<file path="config.mk">
export PLATFORM = sky130hd
export DESIGN_NAME = climate_hysteresis_controller
export DESIGN_NICKNAME = d
export VERILOG_FILES = /design/src/rtl/chc_pkg.sv /design/src/rtl/climate_hysteresis_controller.sv /design/src/rtl/chc_cfg_regs.sv /design/src/rtl/chc_decide.sv
export VERILOG_INCLUDE_DIRS = /design/src /design/src/rtl
export SDC_FILE = /design/constraint.sdc
export NUM_CORES = 1
export LEC_CHECK = 0
export BUFFER_PORTS_ARGS = -buffer_cell sky130_fd_sc_hd__buf_2
export CORE_UTILIZATION = 34
export DETAILED_ROUTE_END_ITERATION = 6
export GPL_ROUTABILITY_DRIVEN = 0
export PLACE_DENSITY_LB_ADDON = 0.25
export SLEW_MARGIN = 40
export SYNTH_ARGS = -nofsm -noshare
export SYNTH_HDL_FRONTEND = slang
export SYNTH_SLANG_ARGS = --single-unit
export TNS_END_PERCENT = 100
</file>
<file path="constraint.sdc">
create_clock -name clk_i -period 5.5 [get_ports clk_i]
set_input_delay 1.375 -clock clk_i [delete_from_list [all_inputs] [get_ports clk_i]]
set_output_delay 1.375 -clock clk_i [all_outputs]
set_load 0.02 [all_outputs]
</file>
<file path="src/rtl/climate_hysteresis_controller_assert.svh">
// ----------------------------------------------------------------------------
// climate hysteresis controller assertion macros
// clocked on clk_i, disabled while rst_ni is low
// ----------------------------------------------------------------------------
`ifndef CLIMATE_HYSTERESIS_CONTROLLER_ASSERT_SVH
`define CLIMATE_HYSTERESIS_CONTROLLER_ASSERT_SVH

// property holds in the same cycle as its antecedent
`define CHC_ASSERT_NOW(name, ante, cons, msg) \
  name: assert property (@(posedge clk_i) disable iff (!rst_ni) (ante) |-> (cons)) \
    else $error(msg);

// property holds in the cycle after its antecedent
`define CHC_ASSERT_NEXT(name, ante, cons, msg) \
  name: assert property (@(posedge clk_i) disable iff (!rst_ni) (ante) |=> (cons)) \
    else $error(msg);

`endif

</file>
<file path="src/rtl/chc_pkg.sv">
`timescale 1ns / 1ps
// ----------------------------------------------------------------------------
// chc_pkg
// types and constants shared by the climate hysteresis controller
// ----------------------------------------------------------------------------
package chc_pkg;

  localparam int unsigned TEMP_W     = 12;
  localparam int unsigned HUMID_W    = 10;
  localparam int unsigned CFG_DATA_W = 12;
  localparam int unsigned CFG_IDX_W  = 3;
  // compare width, holds limit +/- band without overflow
  localparam int unsigned CMP_W      = 14;

  localparam logic signed [CMP_W-1:0] TEMP_BAND  = 14'sd20;
  localparam logic signed [CMP_W-1:0] HUMID_BAND = 14'sd50;

  localparam logic [TEMP_W-1:0]  HEATER_TEMP_RST  = 12'd200;
  localparam logic [TEMP_W-1:0]  FAN_TEMP_RST     = 12'd300;
  localparam logic [HUMID_W-1:0] FAN_HUMID_RST    = 10'd800;
  localparam logic [TEMP_W-1:0]  VENT_TEMP_RST    = 12'd320;
  localparam logic [HUMID_W-1:0] VENT_HUMID_RST   = 10'd850;
  localparam logic [HUMID_W-1:0] HEATER_HUMID_RST = 10'd900;
  localparam logic               DEHUMIDIFY_RST   = 1'b1;

  typedef enum logic [CFG_IDX_W-1:0] {
    CFG_HEATER_TEMP  = 3'd0,
    CFG_FAN_TEMP     = 3'd1,
    CFG_FAN_HUMID    = 3'd2,
    CFG_VENT_TEMP    = 3'd3,
    CFG_VENT_HUMID   = 3'd4,
    CFG_HEATER_HUMID = 3'd5,
    CFG_DEHUMIDIFY   = 3'd6
  } cfg_idx_e;

  typedef struct packed {
    logic [TEMP_W-1:0]  heater_temp_limit;
    logic [TEMP_W-1:0]  fan_temp_limit;
    logic [HUMID_W-1:0] fan_humid_limit;
    logic [TEMP_W-1:0]  vent_temp_limit;
    logic [HUMID_W-1:0] vent_humid_limit;
    logic [HUMID_W-1:0] heater_humid_limit;
    logic               dehumidify_enable;
  } cfg_t;

  // one bit per actuator
  typedef struct packed {
    logic heater;
    logic vent;
    logic fan;
  } act_t;

  typedef struct packed {
    logic [TEMP_W-1:0]  temperature;
    logic [HUMID_W-1:0] humidity;
    act_t               overrides;
  } sample_t;

  function automatic logic signed [CMP_W-1:0] temp_ext(input logic [TEMP_W-1:0] v);
    return $signed({{(CMP_W-TEMP_W){v[TEMP_W-1]}}, v});
  endfunction

  function automatic logic signed [CMP_W-1:0] humid_ext(input logic [HUMID_W-1:0] v);
    return $signed({{(CMP_W-HUMID_W){1'b0}}, v});
  endfunction

endpackage

</file>
<file path="src/rtl/climate_hysteresis_controller.sv">
`timescale 1ns / 1ps
// ----------------------------------------------------------------------------
// climate_hysteresis_controller
// fan, vent and heater hysteresis controller, one sample per transfer
// ----------------------------------------------------------------------------
// path: a sample is registered in s1, its result in the actuator state registers
// throughput: one sample per cycle unless out_stall_i holds the result register,
//   set by the loop from the actuator state registers through the decision logic
// reset: actuators off, result register empty, limits at their defaults
// ----------------------------------------------------------------------------
`include "climate_hysteresis_controller_assert.svh"

module climate_hysteresis_controller
  import chc_pkg::*;
(
  input  logic                  clk_i,
  input  logic                  rst_ni,
  input  logic                  cfg_we_i,
  input  logic [CFG_IDX_W-1:0]  cfg_index_i,
  input  logic [CFG_DATA_W-1:0] cfg_wdata_i,
  input  logic                  in_valid_i,
  output logic                  in_stall_o,
  input  logic [TEMP_W-1:0]     temperature_i,
  input  logic [HUMID_W-1:0]    humidity_i,
  input  logic                  fan_override_i,
  input  logic                  vent_override_i,
  input  logic                  heater_override_i,
  output logic                  out_valid_o,
  input  logic                  out_stall_i,
  output logic                  fan_on_o,
  output logic                  vent_open_o,
  output logic                  heater_on_o,
  output logic [2:0]            changed_o
);

  cfg_t    cfg;
  sample_t s1_sample_q;
  logic    s1_valid_q;
  logic    out_valid_q;
  act_t    state_q;
  act_t    state_d;
  logic [2:0] changed_q;
  logic    adv;
  logic    s1_take;
  logic    in_take;

  chc_cfg_regs u_cfg (
    .clk_i       (clk_i),
    .rst_ni      (rst_ni),
    .cfg_we_i    (cfg_we_i),
    .cfg_index_i (cfg_index_i),
    .cfg_wdata_i (cfg_wdata_i),
    .cfg_o       (cfg)
  );

  chc_decide u_decide (
    .cfg_i    (cfg),
    .sample_i (s1_sample_q),
    .state_i  (state_q),
    .state_o  (state_d)
  );

  // result register free or draining this cycle
  assign adv        = !out_valid_q || !out_stall_i;
  assign s1_take    = s1_valid_q && adv;
  assign in_stall_o = s1_valid_q && !adv;
  assign in_take    = in_valid_i && !in_stall_o;

  always_ff @(posedge clk_i or negedge rst_ni) begin
    if (!rst_ni) begin
      s1_valid_q  <= 1'b0;
      out_valid_q <= 1'b0;
      state_q     <= '0;
    end else begin
      if (!in_stall_o) begin
        s1_valid_q <= in_valid_i;
      end
      if (adv) begin
        out_valid_q <= s1_valid_q;
      end
      if (s1_take) begin
        state_q <= state_d;
      end
    end
  end

  always_ff @(posedge clk_i) begin
    if (in_take) begin
      s1_sample_q.temperature      <= temperature_i;
      s1_sample_q.humidity         <= humidity_i;
      s1_sample_q.overrides.fan    <= fan_override_i;
      s1_sample_q.overrides.vent   <= vent_override_i;
      s1_sample_q.overrides.heater <= heater_override_i;
    end
    if (s1_take) begin
      changed_q <= {state_q.heater ^ state_d.heater,
                    state_q.vent ^ state_d.vent,
                    state_q.fan ^ state_d.fan};
    end
  end

  // state registers double as the result fields
  assign out_valid_o = out_valid_q;
  assign fan_on_o    = state_q.fan;
  assign vent_open_o = state_q.vent;
  assign heater_on_o = state_q.heater;
  assign changed_o   = changed_q;

  `CHC_ASSERT_NOW(a_no_stall_when_empty, !out_valid_q, !in_stall_o, "stall with empty result register")
  `CHC_ASSERT_NEXT(a_fan_override_holds, s1_take && s1_sample_q.overrides.fan, !changed_o[0], "overridden fan changed")
  `CHC_ASSERT_NEXT(a_heater_change_flag, s1_take, changed_o[2] == (heater_on_o ^ $past(heater_on_o)), "heater change flag wrong")
  `CHC_ASSERT_NEXT(a_result_follows_sample, s1_take, out_valid_o, "result missing after sample")

endmodule

</file>
<file path="src/rtl/chc_cfg_regs.sv">
`timescale 1ns / 1ps
// ----------------------------------------------------------------------------
// chc_cfg_regs
// limit and mode register file, written through a plain write port
// ----------------------------------------------------------------------------
module chc_cfg_regs
  import chc_pkg::*;
(
  input  logic                  clk_i,
  input  logic                  rst_ni,
  input  logic                  cfg_we_i,
  input  logic [CFG_IDX_W-1:0]  cfg_index_i,
  input  logic [CFG_DATA_W-1:0] cfg_wdata_i,
  output cfg_t                  cfg_o
);

  cfg_t cfg_q;

  always_ff @(posedge clk_i or negedge rst_ni) begin
    if (!rst_ni) begin
      cfg_q.heater_temp_limit  <= HEATER_TEMP_RST;
      cfg_q.fan_temp_limit     <= FAN_TEMP_RST;
      cfg_q.fan_humid_limit    <= FAN_HUMID_RST;
      cfg_q.vent_temp_limit    <= VENT_TEMP_RST;
      cfg_q.vent_humid_limit   <= VENT_HUMID_RST;
      cfg_q.heater_humid_limit <= HEATER_HUMID_RST;
      cfg_q.dehumidify_enable  <= DEHUMIDIFY_RST;
    end else if (cfg_we_i) begin
      case (cfg_idx_e'(cfg_index_i))
        CFG_HEATER_TEMP:  cfg_q.heater_temp_limit  <= cfg_wdata_i[TEMP_W-1:0];
        CFG_FAN_TEMP:     cfg_q.fan_temp_limit     <= cfg_wdata_i[TEMP_W-1:0];
        CFG_FAN_HUMID:    cfg_q.fan_humid_limit    <= cfg_wdata_i[HUMID_W-1:0];
        CFG_VENT_TEMP:    cfg_q.vent_temp_limit    <= cfg_wdata_i[TEMP_W-1:0];
        CFG_VENT_HUMID:   cfg_q.vent_humid_limit   <= cfg_wdata_i[HUMID_W-1:0];
        CFG_HEATER_HUMID: cfg_q.heater_humid_limit <= cfg_wdata_i[HUMID_W-1:0];
        CFG_DEHUMIDIFY:   cfg_q.dehumidify_enable  <= cfg_wdata_i[0];
        default: begin
          // unused index, write dropped
        end
      endcase
    end
  end

  assign cfg_o = cfg_q;

endmodule

</file>
<file path="src/rtl/chc_decide.sv">
`timescale 1ns / 1ps
// ----------------------------------------------------------------------------
// chc_decide
// hysteresis decisions for fan, vent and heater from one sample
// ----------------------------------------------------------------------------
module chc_decide
  import chc_pkg::*;
(
  input  cfg_t    cfg_i,
  input  sample_t sample_i,
  input  act_t    state_i,
  output act_t    state_o
);

  logic signed [CMP_W-1:0] t;
  logic signed [CMP_W-1:0] h;
  logic signed [CMP_W-1:0] heat_lim;
  logic signed [CMP_W-1:0] fan_t_lim;
  logic signed [CMP_W-1:0] fan_h_lim;
  logic signed [CMP_W-1:0] vent_t_lim;
  logic signed [CMP_W-1:0] vent_h_lim;
  logic signed [CMP_W-1:0] dry_h_lim;
  logic                    heat;
  logic                    fan_req;
  logic                    vent_req;
  logic                    dry_req;
  logic                    fan_nxt;
  logic                    vent_nxt;

  always_comb begin
    t          = temp_ext(sample_i.temperature);
    h          = humid_ext(sample_i.humidity);
    heat_lim   = temp_ext(cfg_i.heater_temp_limit);
    fan_t_lim  = temp_ext(cfg_i.fan_temp_limit);
    fan_h_lim  = humid_ext(cfg_i.fan_humid_limit);
    vent_t_lim = temp_ext(cfg_i.vent_temp_limit);
    vent_h_lim = humid_ext(cfg_i.vent_humid_limit);
    dry_h_lim  = humid_ext(cfg_i.heater_humid_limit);

    heat = (t < heat_lim) || (state_i.heater && (t < heat_lim + TEMP_BAND));

    fan_req = (t > fan_t_lim) || (h > fan_h_lim) ||
              (state_i.fan && ((t > fan_t_lim - TEMP_BAND) ||
                               (h > fan_h_lim - HUMID_BAND)));
    vent_req = (t > vent_t_lim) || (h > vent_h_lim) ||
               (state_i.vent && ((t > vent_t_lim - TEMP_BAND) ||
                                 (h > vent_h_lim - HUMID_BAND)));

    // heating forces fan and vent off unless they are overridden
    fan_nxt  = sample_i.overrides.fan  ? state_i.fan  : (!heat && fan_req);
    vent_nxt = sample_i.overrides.vent ? state_i.vent : (!heat && vent_req);

    // drying looks at the updated fan and vent, the old heater bit
    dry_req = cfg_i.dehumidify_enable && !fan_nxt && !vent_nxt &&
              ((h > dry_h_lim) ||
               (state_i.heater && (h > dry_h_lim - HUMID_BAND)));

    state_o.fan    = fan_nxt;
    state_o.vent   = vent_nxt;
    state_o.heater = sample_i.overrides.heater ? state_i.heater : (heat || dry_req);
  end

endmodule
</file>
==> impl_metrics.env, run 1 <==
export IMPL_synth_top_cell_area_share=0.2195
export IMPL_grt_start_max_net_pins=73
export IMPL_drt_vias_per_instance=5.187
export IMPL_via_count=5747
export IMPL_holdBufCountCts=0
export IMPL_status="finished clean"
export IMPL_synth_xor_xnor_area_share=0.05162
export IMPL_netSwitchingFraction=0.3773
export IMPL_startpoint="u_cfg.cfg_o[45]"
export IMPL_placedInstanceArea_um2=8098
export IMPL_synth_simple_area_share=0.1351
export IMPL_drive_gt1_frac=0.1657
export IMPL_final_hold_viol_count=0
export IMPL_critical_path_max_fanout=4
export IMPL_postCtsSetupRepairBufs=0
export IMPL_r2r_cells=16
export IMPL_fillCellCount=2095
export IMPL_ir_drop_mv=0.1733
export IMPL_yosys_area_share_adder=0.2195
export IMPL_ctsRootBufferMaster="sky130_fd_sc_hd__clkbuf_16"
export IMPL_std_cell_rows=53
export IMPL_cap_violations=0
export IMPL_synth_area_mux_share=0.04508
export IMPL_netlist_area_um2=7466
export IMPL_critical_path_endpoint="changed_o[2]"
export IMPL_powerDensity_nw_per_um2=359.1
export IMPL_globalRouteTotalUtil=0.1814
export IMPL_initial_core_util=0.3507
export IMPL_criticalPathCategory="register to register"
export IMPL_max_freq_mhz=278.8
export IMPL_holdCritPathClass="register to register"
export IMPL_yosys_top_cells_area="sky130_fd_sc_hd__ha_1, sky130_fd_sc_hd__dfrtp_1, sky130_fd_sc_hd__edfxtp_1"
export IMPL_synth_seq_cells=100
export IMPL_worstHoldStart="s1_valid_q"
export IMPL_drcViolationCount=0
export IMPL_clock_tree_buffer_depth=2
export IMPL_cts_tree="built"
export IMPL_synthCells=771
export IMPL_final_period_utilization=0.6522
export IMPL_setup_violations=0
export IMPL_area_growth_pct=12.50
export IMPL_finalInstanceArea_um2=8399
export IMPL_worst_slew_pin_transition_ns=0.7710
export IMPL_floorplan_io_pins=53
export IMPL_drtPass1Iterations=4
export IMPL_cts_made_buffers=9
export IMPL_slew_violations=0
export IMPL_p_total_mw=3.016
export IMPL_grt_first_pass_wirelength_um=30710
export IMPL_ys_seq_area_frac=0.3576
export IMPL_final_nets=1004
export IMPL_h_tree_depth=3
export IMPL_rr_endpoint="changed_o[2]"
export IMPL_height_of_the_chip_um=150.2
export IMPL_clock_network_latency_to_the_later_pin_of_the_worst_skew_pair_ns=0.35
export IMPL_n_antenna_cell=0
export IMPL_synth_area_leader_cell="sky130_fd_sc_hd__ha_1"
export IMPL_die_x_um=150.2
export IMPL_drt_initial_drc_count=307
export IMPL_p_int_mw=1.878
export IMPL_final_cell_mix="sky130_fd_sc_hd__ha_1, sky130_fd_sc_hd__inv_1, sky130_fd_sc_hd__nand2_1"
export IMPL_power_leakage_nw=3.750
export IMPL_clock_power_share=0.219
export IMPL_mostFrequentLayoutCell="sky130_fd_sc_hd__ha_1"
export IMPL_setup_worst_path_end_class="register"
export IMPL_regToRegStartpoint="u_cfg.cfg_o[45]"
export IMPL_ys_warn_count=0
export IMPL_cts_repair_resized=0
export IMPL_rsz0062_at_grt="false"
export IMPL_mappedNetlistNets=947
export IMPL_synthDistinctLibCells=66
export IMPL_die_area_um2=22560
export IMPL_p_seq_frac=0.359
export IMPL_whs_path_depth=1
export IMPL_detail_route_wirelength_um=18900
export IMPL_required_time_at_the_endpoint_of_the_critical_path_ns=5.70
export IMPL_cts_sinks=100
export IMPL_core_region_area_um2=21290
export IMPL_slew_limit_headroom=0.4833
export IMPL_synthesis_area_per_instance_um2=9.683
export IMPL_wire_per_inst_um=17.06
export IMPL_worst_clock_skew_ns=0.005533
export IMPL_share_comb_of_total_power=0.422
export IMPL_synth_compound_area_frac=0.1438
export IMPL_port_buffers=52
export IMPL_first_global_vias=5663
export IMPL_combinational_family_with_the_most_area_after_synthesis="adder cells"
export IMPL_setup_reg_to_reg_worst_slack_ns=1.91
export IMPL_hpwl_um=14550
export IMPL_grt_antenna_before_repair=0
export IMPL_switching_power_mw=1.138
export IMPL_asyncSetResetFlopFracSynth=0.7200
export IMPL_ant_nets=0
export IMPL_clock_pin_slew_of_the_registers_on_the_worst_case_setup_and_hold_paths_ns=0.07
export IMPL_critical_path_arrival_ns=3.78
export IMPL_global_route_overflow_total=0
export IMPL_final_setup_tns_ns=0
export IMPL_cp_start_kind="register"
export IMPL_synth_flop_cell="sky130_fd_sc_hd__dfrtp_1"
export IMPL_layout_min_cycle_time_ns=3.587
export IMPL_number_of_flops_mapped_to_enable_cells_by_yosys=28
[worst max-delay path, stage by stage (launching register included)]
cell,delay (ns)
sky130_fd_sc_hd__dfstp_2,0.55
sky130_fd_sc_hd__inv_1,0.07
sky130_fd_sc_hd__ha_1,0.22
sky130_fd_sc_hd__nor2_1,0.21
sky130_fd_sc_hd__nor3_1,0.08
sky130_fd_sc_hd__nor2_1,0.09
sky130_fd_sc_hd__nor2_1,0.05
sky130_fd_sc_hd__ha_1,0.32
sky130_fd_sc_hd__and4_1,0.22
sky130_fd_sc_hd__nand2_1,0.09
sky130_fd_sc_hd__a21oi_1,0.04
sky130_fd_sc_hd__a2111oi_1,0.43
sky130_fd_sc_hd__mux2i_1,0.28
sky130_fd_sc_hd__o211a_1,0.23
sky130_fd_sc_hd__o2111ai_2,0.16
sky130_fd_sc_hd__o21a_2,0.23
sky130_fd_sc_hd__a211oi_2,0.18
[layer usage]
layer	vias up	part of all wire	wire, um	track usage
met2	100	0.44	8272	0.2789
met5	-	0	0	0
met3	20	0.037	696	0.02424
met4	0	0.016	306	0.05253
met1	2716	0.51	9626	0.2635
li1	2911	-	-	-
[area by class of cell]
class / count / area (um2) / area share
tap: 275 / 344.1 / 0.04097
clock inverter: 5 / 58.81 / 0.007001
inverter: 85 / 319.1 / 0.03799
multi-input combinational: 577 / 4476 / 0.5328
sequential: 100 / 2670 / 0.3179
clock buffer: 11 / 242.7 / 0.02890
timing repair buffer: 55 / 289.0 / 0.03441
[worst min-delay path by stage]
stage	to	slack, ns
floorplan	out_valid_o	0.46
global placement	out_valid_o	0.49
detailed placement	out_valid_o	0.50
CTS	out_valid_o	0.51
global route	u_cfg.cfg_o[43]	0.53
finish	out_valid_o	0.50
[Yosys cell counts (2+ instances only)]
cell type,instances
sky130_fd_sc_hd__o22ai_1,2
sky130_fd_sc_hd__and4_1,2
sky130_fd_sc_hd__nor2b_1,7
sky130_fd_sc_hd__a221oi_1,3
sky130_fd_sc_hd__a211oi_1,8
sky130_fd_sc_hd__a21oi_1,35
sky130_fd_sc_hd__or3_1,4
sky130_fd_sc_hd__o21ai_0,59
sky130_fd_sc_hd__nand2_1,77
sky130_fd_sc_hd__inv_2,3
sky130_fd_sc_hd__clkbuf_1,8
sky130_fd_sc_hd__nor3b_1,3
sky130_fd_sc_hd__a2111oi_0,2
sky130_fd_sc_hd__nand4_1,17
sky130_fd_sc_hd__a31oi_1,5
sky130_fd_sc_hd__nor4_1,10
sky130_fd_sc_hd__o221ai_1,5
sky130_fd_sc_hd__and3_1,2
sky130_fd_sc_hd__a22o_1,2
sky130_fd_sc_hd__nand2b_1,8
sky130_fd_sc_hd__nand3_1,15
sky130_fd_sc_hd__mux2_2,29
sky130_fd_sc_hd__o211ai_1,3
sky130_fd_sc_hd__inv_1,81
sky130_fd_sc_hd__nor3_1,23
sky130_fd_sc_hd__dfrtp_1,50
sky130_fd_sc_hd__xnor2_1,41
sky130_fd_sc_hd__and2_1,2
sky130_fd_sc_hd__o21ba_2,2
sky130_fd_sc_hd__a211oi_2,2
sky130_fd_sc_hd__o41ai_1,2
sky130_fd_sc_hd__edfxtp_1,28
sky130_fd_sc_hd__o21bai_1,2
sky130_fd_sc_hd__xor2_1,3
sky130_fd_sc_hd__nor2_1,25
sky130_fd_sc_hd__nand4b_1,3
sky130_fd_sc_hd__a21o_1,16
sky130_fd_sc_hd__ha_1,131
sky130_fd_sc_hd__o21ai_1,3
sky130_fd_sc_hd__dfstp_2,22
[cells by family (layout without fill, tap and decap cells)]
family,Yosys count,in the layout
AOI/OAI and AO/OA,168,168
xor gates and xnor gates,44,44
adders and majority gates,131,131
buffers and inverters,94,156
DFF,100,100
muxes,30,30
and+or+nand+nor,204,204
[state kept, by name (all words and copies together), names as in the netlist]
name and flops:
out_valid_o 1, changed_o 3, fan_on_o 1, vent_open_o 1, s1_sample_q 25, s1_valid_q 1, heater_on_o 1, u_cfg.cfg_o 67
[stage by stage]
stage / hold slack (ns) / utilization / setup slack, ns / std cells
after detailed placement: 0.4991 / 0.3804 / 1.884 / 1092
after global placement: 0.4897 / 0.3797 / 1.995 / 1092
after global routing: 0.5348 / 0.3946 / 1.556 / 1108
after floorplan: 0.4574 / - / 2.233 / 771
final: 0.5023 / 0.3946 / 1.913 / 1108
after CTS: 0.5081 / 0.3946 / 1.892 / 1108
[power groups by stage]
stage | clock (mW) | sequential (mW) | combinational, mW
finish | 0.662 | 1.08 | 1.27
global route | 0.709 | 1.10 | 1.48
CTS | 0.682 | 1.08 | 1.28
detailed placement | 0 | 1.09 | 1.28
global placement | 0 | 1.09 | 1.26
floorplan | 0 | 1.06 | 0.960
No activity file was read; power rests on OpenSTA's default activity.
==> inputs of run 2 (changes only) <==
ABC_AREA = 1   (was not set)
clock period = 3 ns   (was 5.5 ns; I/O delays follow)
==> run 2 against run 1 <==
The run now ends with design-rule violations, negative setup slack left. Synthesized cell count increased by 26%. Critical path depth is 6 higher. First-iteration DRC count is 16% higher. Sequential share of layout area decreased by 2.8 points. Register-to-register slack lost 1.9 ns. Critical endpoint unchanged. Largest cell class unchanged. Highest routed layer unchanged.
==> impl_metrics.env, run 2 <==
export IMPL_final_period_utilization=1.005
export IMPL_rr_endpoint="changed_o[2]"
export IMPL_first_global_vias=6323
export IMPL_cts_tree="built"
export IMPL_slew_limit_headroom=0.5284
export IMPL_synth_area_leader_cell="sky130_fd_sc_hd__ha_1"
export IMPL_synthDistinctLibCells=36
export IMPL_mappedNetlistNets=1148
export IMPL_final_core_util=0.4168
export IMPL_ctsRootBufferMaster="sky130_fd_sc_hd__clkbuf_16"
export IMPL_layout_min_cycle_time_ns=3.016
export IMPL_asyncSetResetFlopFracSynth=0.7200
export IMPL_synth_flop_cell="sky130_fd_sc_hd__dfrtp_1"
export IMPL_std_cell_rows=54
export IMPL_die_x_um=152.8
export IMPL_setup_reg_to_reg_worst_slack_ns=-0.02
export IMPL_h_tree_depth=3
export IMPL_holdCritPathClass="input port to asynchronous set/reset pin"
export IMPL_ir_drop_mv=0.3251
export IMPL_drt_vias_per_instance=4.761
export IMPL_number_of_flops_mapped_to_enable_cells_by_yosys=28
export IMPL_startpoint="u_cfg.cfg_o[46]"
export IMPL_synth_seq_cells=100
export IMPL_rsz0062_at_grt="true"
export IMPL_critical_path_endpoint="changed_o[2]"
export IMPL_drtPass1Iterations=7
export IMPL_hpwl_um=15700
export IMPL_worst_slew_pin_transition_ns=0.7058
export IMPL_drt_initial_drc_count=356
export IMPL_critical_path_max_fanout=3
export IMPL_finalInstanceArea_um2=9208
export IMPL_worst_clock_skew_ns=0.01021
export IMPL_violations="design-rule violations, negative setup slack"
export IMPL_final_nets=1257
export IMPL_synth_most_common_cell="sky130_fd_sc_hd__nand2_1"
export IMPL_ys_warn_count=0
export IMPL_mostFrequentLayoutCell="sky130_fd_sc_hd__nand2_1"
export IMPL_grt_antenna_before_repair=0
export IMPL_final_instance_count_excl_fill=1366
export IMPL_drive_gt1_frac=0.1851
export IMPL_final_hold_viol_count=0
export IMPL_globalRouteTotalUtil=0.1867
export IMPL_critical_path_arrival_ns=3.13
export IMPL_synthTopCellsByCount="sky130_fd_sc_hd__nand2_1, sky130_fd_sc_hd__ha_1, sky130_fd_sc_hd__inv_1, sky130_fd_sc_hd__o21ai_0, sky130_fd_sc_hd__nor2_1"
export IMPL_cp_start_kind="register"
export IMPL_r2r_cells=22
export IMPL_drcViolationCount=2
export IMPL_setup_violations=1
export IMPL_n_antenna_cell=0
export IMPL_cts_made_buffers=9
export IMPL_power_leakage_nw=4.668
export IMPL_final_cell_mix="sky130_fd_sc_hd__nand2_1, sky130_fd_sc_hd__ha_1, sky130_fd_sc_hd__inv_1"
export IMPL_synthCells=972
export IMPL_via_count=6504
export IMPL_cts_sinks=100
export IMPL_status="finished, violations left"
export IMPL_fillCellCount=2220
export IMPL_final_setup_tns_ns=-0.01650
export IMPL_height_of_the_chip_um=152.8
export IMPL_yosys_top_cells_area="sky130_fd_sc_hd__ha_1, sky130_fd_sc_hd__dfrtp_1, sky130_fd_sc_hd__nand2_1"
export IMPL_initial_core_util=0.3501
export IMPL_synth_top_cell_area_share=0.2119
export IMPL_max_freq_mhz=331.5
export IMPL_grt_first_pass_wirelength_um=33940
export IMPL_die_area_um2=23360
export IMPL_setup_worst_path_end_class="register"
export IMPL_clock_tree_buffer_depth=2
export IMPL_floorplan_io_pins=53
export IMPL_flip_flop_count_of_the_largest_register_after_layout=67
export IMPL_detail_route_wirelength_um=20480
export IMPL_clock_network_latency_to_the_later_pin_of_the_worst_skew_pair_ns=0.36
export IMPL_powerDensity_nw_per_um2=633.0
export IMPL_wire_per_inst_um=14.99
export IMPL_port_buffers=52
export IMPL_netlist_area_um2=7735
export IMPL_placedInstanceArea_um2=8668
export IMPL_multiInputGateArea_um2=4653
export IMPL_clock_pin_slew_of_the_registers_on_the_worst_case_setup_and_hold_paths_ns=0.08
export IMPL_synthesis_area_per_instance_um2=7.958
export IMPL_placedCellCount=1339
export IMPL_ant_nets=0
export IMPL_criticalPathCategory="register to register"
export IMPL_core_region_area_um2=22090
export IMPL_slew_violations=0
export IMPL_global_route_overflow_total=0
export IMPL_required_time_at_the_endpoint_of_the_critical_path_ns=3.12
export IMPL_grt_start_max_net_pins=38
export IMPL_ys_seq_area_frac=0.3452
export IMPL_worst_slack_ns=-0.01650
export IMPL_cap_violations=0
export IMPL_regToRegStartpoint="u_cfg.cfg_o[46]"
export IMPL_area_growth_pct=19.04
export IMPL_seqCellArea_um2=2670
-- run 2: repair_timing --
action	4_1_cts	5_1_grt
buffers inserted	7	4
hold endpoints to repair	0	0
setup endpoints to repair	4	6
gates resized for setup	24	22
pin swaps	18	29
hold buffers	0	0
-- run 2: critical path: stages (launching register included) --
cell,delay (ns)
sky130_fd_sc_hd__dfstp_2,0.53
sky130_fd_sc_hd__inv_1,0.05
sky130_fd_sc_hd__ha_2,0.18
sky130_fd_sc_hd__o21ai_1,0.11
sky130_fd_sc_hd__buf_4,0.16
sky130_fd_sc_hd__nor4_4,0.04
sky130_fd_sc_hd__xor2_1,0.15
sky130_fd_sc_hd__ha_1,0.30
sky130_fd_sc_hd__nand2_1,0.06
sky130_fd_sc_hd__nor2_2,0.13
sky130_fd_sc_hd__inv_2,0.06
sky130_fd_sc_hd__nor2_4,0.13
sky130_fd_sc_hd__nand4_1,0.18
sky130_fd_sc_hd__nand3_1,0.12
sky130_fd_sc_hd__nand2_1,0.06
sky130_fd_sc_hd__nand2_1,0.05
sky130_fd_sc_hd__nand2_1,0.06
sky130_fd_sc_hd__nand2_2,0.07
sky130_fd_sc_hd__nand3_2,0.09
sky130_fd_sc_hd__nor2_2,0.11
sky130_fd_sc_hd__nor2_1,0.04
sky130_fd_sc_hd__nand2_1,0.05
sky130_fd_sc_hd__nand2_1,0.05
-- run 2: metal layers --
layer	share of wire	wire length, um	vias up	track usage
met5	0	0	-	0
met4	0.011	235	0	0.03944
met3	0.033	684	14	0.02637
met2	0.42	8573	107	0.2870
met1	0.54	10980	2954	0.2762
li1	-	-	3429	-
-- run 2: worst min-delay path by stage --
stage	end	slack (ns)	depth (start not counted)
after floorplan	out_valid_o	0.44	2
after global placement	u_cfg.cfg_o[55]	0.47	2
after detailed placement	u_cfg.cfg_o[35]	0.47	2
after CTS	u_cfg.cfg_o[63]	0.39	1
after global routing	u_cfg.cfg_o[64]	0.42	1
final	u_cfg.cfg_o[63]	0.37	1
-- run 2: per-stage QoR --
step	power (mW)	hold slack [ns]	setup WS [ns]
after global routing	6.385	0.4178	-0.2133
after floorplan	3.637	0.4428	0.08743
after detailed placement	4.450	0.4735	-0.1512
after global placement	4.414	0.4680	-0.1574
final	5.828	0.3749	-0.01650
after CTS	5.793	0.3886	0.001301
-- run 2: kinds of logic (layout without fill, tap and decap cells) --
family,after synthesis,after routing,synth area share
and+or+nand+nor,390,390,0.2100
AOI/OAI and AO/OA,157,157,0.1097
buffers and inverters,149,263,0.07231
adders and majority gates,131,131,0.2119
DFF,100,100,0.3452
xor gates and xnor gates,45,45,0.05095
-- run 2: final cells by class --
type | instances | area share
Multi-Input combinational cell | 723 | 0.5054
Sequential cell | 100 | 0.2900
Timing Repair Buffer | 110 | 0.07800
Inverter | 137 | 0.05585
Tap cell | 280 | 0.03805
Clock buffer | 10 | 0.02718
Clock inverter | 6 | 0.005571
-- run 2: report_power, final --
part           leakage (nW)  total [mW]  switching [mW]  internal, mW
combinational          3.39        2.65            1.50          1.14
sequential             1.12        1.95           0.266          1.69
clock                 0.150        1.23           0.597         0.629
==> inputs of run 3 (changes only) <==
SLEW_MARGIN = 10   (was 40)
SYNTH_HIERARCHICAL = 1   (was not set)
==> run 3 against run 2 <==
The flow finishes with violations (negative setup slack). Maximum frequency shrank 1.9%. Via count is 6.0% higher. Synthesized area grew 1.4%. Sequential power barely moved. Critical endpoint unchanged. Flip-flop and latch count unchanged. Non-clock buffer count up 15. Clock skew rose by 0.0031 ns. Critical path type unchanged. Setup slack worse by 0.057 ns.
==> impl_metrics.env, run 3 <==
export IMPL_required_time_at_the_endpoint_of_the_critical_path_ns=3.09
export IMPL_crit_family="simple AND/OR/NAND/NOR gates"
export IMPL_multiInputGateArea_um2=4803
export IMPL_ctsRootBufferMaster="sky130_fd_sc_hd__clkbuf_16"
export IMPL_height_of_the_chip_um=153.9
export IMPL_area_growth_pct=19.83
export IMPL_yosys_top_cells_area="sky130_fd_sc_hd__ha_1, sky130_fd_sc_hd__dfrtp_1, sky130_fd_sc_hd__nand2_1"
export IMPL_placedCellCount=1382
export IMPL_flip_flop_count_of_the_largest_register_after_layout=67
export IMPL_grt_antenna_before_repair=1
export IMPL_power_leakage_nw=4.872
export IMPL_fillCellCount=2328
export IMPL_slew_limit_headroom=0.5700
export IMPL_max_freq_mhz=325.3
export IMPL_mostFrequentLayoutCell="sky130_fd_sc_hd__nand2_1"
export IMPL_critPathBufInv=2
export IMPL_slowest_delay_ns=0.55
export IMPL_startpoint="u_cfg/cfg_o[46]"
export IMPL_setup_worst_path_end_class="register"
export IMPL_die_area_um2=23680
export IMPL_core_region_area_um2=22640
export IMPL_final_period_utilization=1.025
export IMPL_synthesis_area_per_instance_um2=7.890
export IMPL_powerDensity_nw_per_um2=625.2
export IMPL_worst_slew_pin_transition_ns=0.6443
export IMPL_drtPass1Iterations=5
export IMPL_first_global_vias=6774
export IMPL_holdBufCountCts=0
export IMPL_floorplan_io_pins=53
export IMPL_status="finished, violations left"
export IMPL_cp_start_kind="register"
export IMPL_final_instance_count_excl_fill=1406
export IMPL_ant_nets=0
export IMPL_violations="negative setup slack"
export IMPL_drcViolationCount=0
export IMPL_initial_core_util=0.3464
export IMPL_die_x_um=153.9
export IMPL_synth_flop_cell="sky130_fd_sc_hd__dfrtp_1"
export IMPL_h_tree_depth=3
export IMPL_layout_min_cycle_time_ns=3.074
export IMPL_port_buffers=52
export IMPL_synth_area_leader_cell="sky130_fd_sc_hd__ha_1"
export IMPL_pre_cts_ws_ns=-0.2124
export IMPL_hpwl_um=16970
export IMPL_clock_tree_buffer_depth=2
export IMPL_drt_initial_drc_count=421
export IMPL_placedInstanceArea_um2=8885
export IMPL_clock_network_latency_to_the_later_pin_of_the_worst_skew_pair_ns=0.36
export IMPL_use_met1=0.2632
export IMPL_holdCritPathClass="input port to asynchronous set/reset pin"
export IMPL_criticalPathCategory="register to register"
export IMPL_timing_critical_path_mode_cell="sky130_fd_sc_hd__nor2_1"
export IMPL_std_cell_rows=55
export IMPL_synth_seq_cells=100
export IMPL_critical_path_arrival_ns=3.17
export IMPL_rsz0062_at_grt="true"
export IMPL_cp_slowest_cell="sky130_fd_sc_hd__dfstp_2"
export IMPL_final_nets=1291
export IMPL_worst_slack_ns=-0.07366
export IMPL_worst_clock_skew_ns=0.01335
export IMPL_fin_hold_ws_ns=0.2579
export IMPL_ys_warn_count=6
export IMPL_synth_most_common_cell="sky130_fd_sc_hd__nand2_1"
export IMPL_ys_seq_area_frac=0.3405
export IMPL_cap_violations=0
export IMPL_gr_usage_met3=0.02790
export IMPL_drive_gt1_frac=0.1946
export IMPL_path_depth=22
export IMPL_globalRouteMet2Util=0.3216
export IMPL_number_of_flops_mapped_to_enable_cells_by_yosys=28
export IMPL_final_hold_viol_count=0
export IMPL_finalInstanceArea_um2=9398
export IMPL_synthTopCellsByCount="sky130_fd_sc_hd__nand2_1, sky130_fd_sc_hd__ha_1, sky130_fd_sc_hd__inv_1, sky130_fd_sc_hd__nand3_1, sky130_fd_sc_hd__a21oi_1"
export IMPL_regToRegStartpoint="u_cfg/cfg_o[46]"
export IMPL_asyncSetResetFlopFracSynth=0.7200
export IMPL_slew_violations=0
export IMPL_global_route_overflow_total=0
export IMPL_via_count=6894
export IMPL_grt_first_pass_wirelength_um=35370
export IMPL_top_usage_layer="met2"
export IMPL_globalRouteTotalUtil=0.1939
export IMPL_cts_sinks=100
export IMPL_cts_made_buffers=9
export IMPL_grt_start_max_net_pins=38
export IMPL_r2r_cells=22
export IMPL_critical_path_max_fanout=3
export IMPL_detail_route_wirelength_um=21800
export IMPL_netlist_area_um2=7843
export IMPL_seqCellArea_um2=2670
export IMPL_clock_pin_slew_of_the_registers_on_the_worst_case_setup_and_hold_paths_ns=0.07
export IMPL_worstPathCellList="inv_1 -> ha_2 -> o21ai_2 -> buf_6 -> nor2_1 -> xor2_1 -> ha_1 -> a21oi_1 -> a21oi_1 -> nor2_1 -> nand2_1 -> nand2_1 -> nand3_2 -> nand3_1 -> nand2_1 -> nand2_2 -> nand2_2 -> nand2_2 -> nor2_1 -> nor2_1 -> nor2_2 -> xor2_1"
export IMPL_setup_violations=2
export IMPL_wire_per_inst_um=15.50
export IMPL_ir_drop_mv=0.4173
export IMPL_synthCells=994
export IMPL_synthDistinctLibCells=32
export IMPL_drt_vias_per_instance=4.903
export IMPL_mappedNetlistNets=1170
export IMPL_final_cell_mix="sky130_fd_sc_hd__nand2_1, sky130_fd_sc_hd__ha_1, sky130_fd_sc_hd__inv_1"
export IMPL_synth_top_cell_area_share=0.2090
export IMPL_cts_tree="built"
export IMPL_p_total_mw=5.876
[run 3: cell count changes after synthesis, moves of 9 or more]
cell and delta:
sky130_fd_sc_hd__a21oi_1 +10, sky130_fd_sc_hd__buf_2 +11, sky130_fd_sc_hd__clkbuf_1 -12, sky130_fd_sc_hd__inv_1 -15, sky130_fd_sc_hd__nand2_1 +72, sky130_fd_sc_hd__nand3_1 +38
sky130_fd_sc_hd__nor2_1 -27, sky130_fd_sc_hd__o21ai_0 -68, sky130_fd_sc_hd__o21bai_1 -9
[run 3: layout make-up]
type / instances / share of cell area
multi-input cells: 761 / 0.5111
diodes: 1 / 0.0002663
well taps: 285 / 0.03794
inverters: 118 / 0.04713
repair buffers: 125 / 0.08814
flip-flops and latches: 100 / 0.2841
clock inverters: 5 / 0.006524
clock buffers: 11 / 0.02476
[run 3: routing by layer]
| metal | vias to the layer above | wire, um | share of wire |
|---|---|---|---|
| li1 | 3525 | - | - |
| met1 | 3223 | 10560 | 0.48 |
| met2 | 122 | 10150 | 0.47 |
| met3 | 22 | 740 | 0.034 |
| met4 | 2 | 340 | 0.016 |
| met5 | - | 13 | 0.00060 |
[run 3: worst reg2reg max path, cell delays in order (launching register included)]
cell and delay [ns]:
sky130_fd_sc_hd__dfstp_2 0.55, sky130_fd_sc_hd__inv_1 0.06, sky130_fd_sc_hd__ha_2 0.19, sky130_fd_sc_hd__o21ai_2 0.13
sky130_fd_sc_hd__buf_6 0.13, sky130_fd_sc_hd__nor2_1 0.05, sky130_fd_sc_hd__xor2_1 0.14, sky130_fd_sc_hd__ha_1 0.31
sky130_fd_sc_hd__a21oi_1 0.15, sky130_fd_sc_hd__a21oi_1 0.08, sky130_fd_sc_hd__nor2_1 0.13, sky130_fd_sc_hd__nand2_1 0.07
sky130_fd_sc_hd__nand2_1 0.07, sky130_fd_sc_hd__nand3_2 0.08, sky130_fd_sc_hd__nand3_1 0.09, sky130_fd_sc_hd__nand2_1 0.06
sky130_fd_sc_hd__nand2_2 0.08, sky130_fd_sc_hd__nand2_2 0.05, sky130_fd_sc_hd__nand2_2 0.06, sky130_fd_sc_hd__nor2_1 0.04
sky130_fd_sc_hd__nor2_1 0.11, sky130_fd_sc_hd__nor2_2 0.06, sky130_fd_sc_hd__xor2_1 0.15
[run 3: worst paths after layout]
path	end	slack, ns
setup / recovery	changed_o[2]	-0.07
hold / removal	u_cfg/cfg_o[7]	0.26
setup reg to reg	changed_o[2]	-0.07
hold reg to reg	u_cfg/cfg_o[0]	0.47
max in group asynchronous	u_cfg/cfg_o[45]	2.04
min in group clk_i	u_cfg/cfg_o[0]	0.47
[run 3: kinds of logic (layout without fill, tap and decap cells)]
logic type,count (synthesis),after routing,share of synthesized area
AO/OA/AOI/OAI,95,95,0.06477
XOR/XNOR,48,48,0.05361
adder cells (fa/ha/maj),131,131,0.2090
buffers and inverters,133,259,0.06733
flip-flops,100,100,0.3405
other,0,1,0
AND/OR/NAND/NOR,487,487,0.2648
[run 3: repair_timing]
item,4_1_cts,5_1_grt
resized for setup,34,14
pin swaps,20,10
gates cloned,0,0
endpoints found under the hold margin,0,0
buffers inserted,5,2
endpoints found under the setup margin,5,6
[run 3: report_power, final]
part	internal, mW	switching [mW]	leakage (nW)	total, mW
combinational	1.17	1.53	3.60	2.70
sequential	1.70	0.280	1.13	1.98
clock	0.656	0.542	0.145	1.20
total	3.53	2.35	4.87	5.88
[run 3: metrics by stage]
step / utilization / TNS [ns]
5_1_grt: 0.4150 / -1.252
4_1_cts: 0.4117 / -0.1437
3_3_place_gp: 0.3924 / -0.3900
6_report: 0.4151 / -0.09581
2_1_floorplan: - / 0
3_5_place_dp: 0.3924 / -0.6355
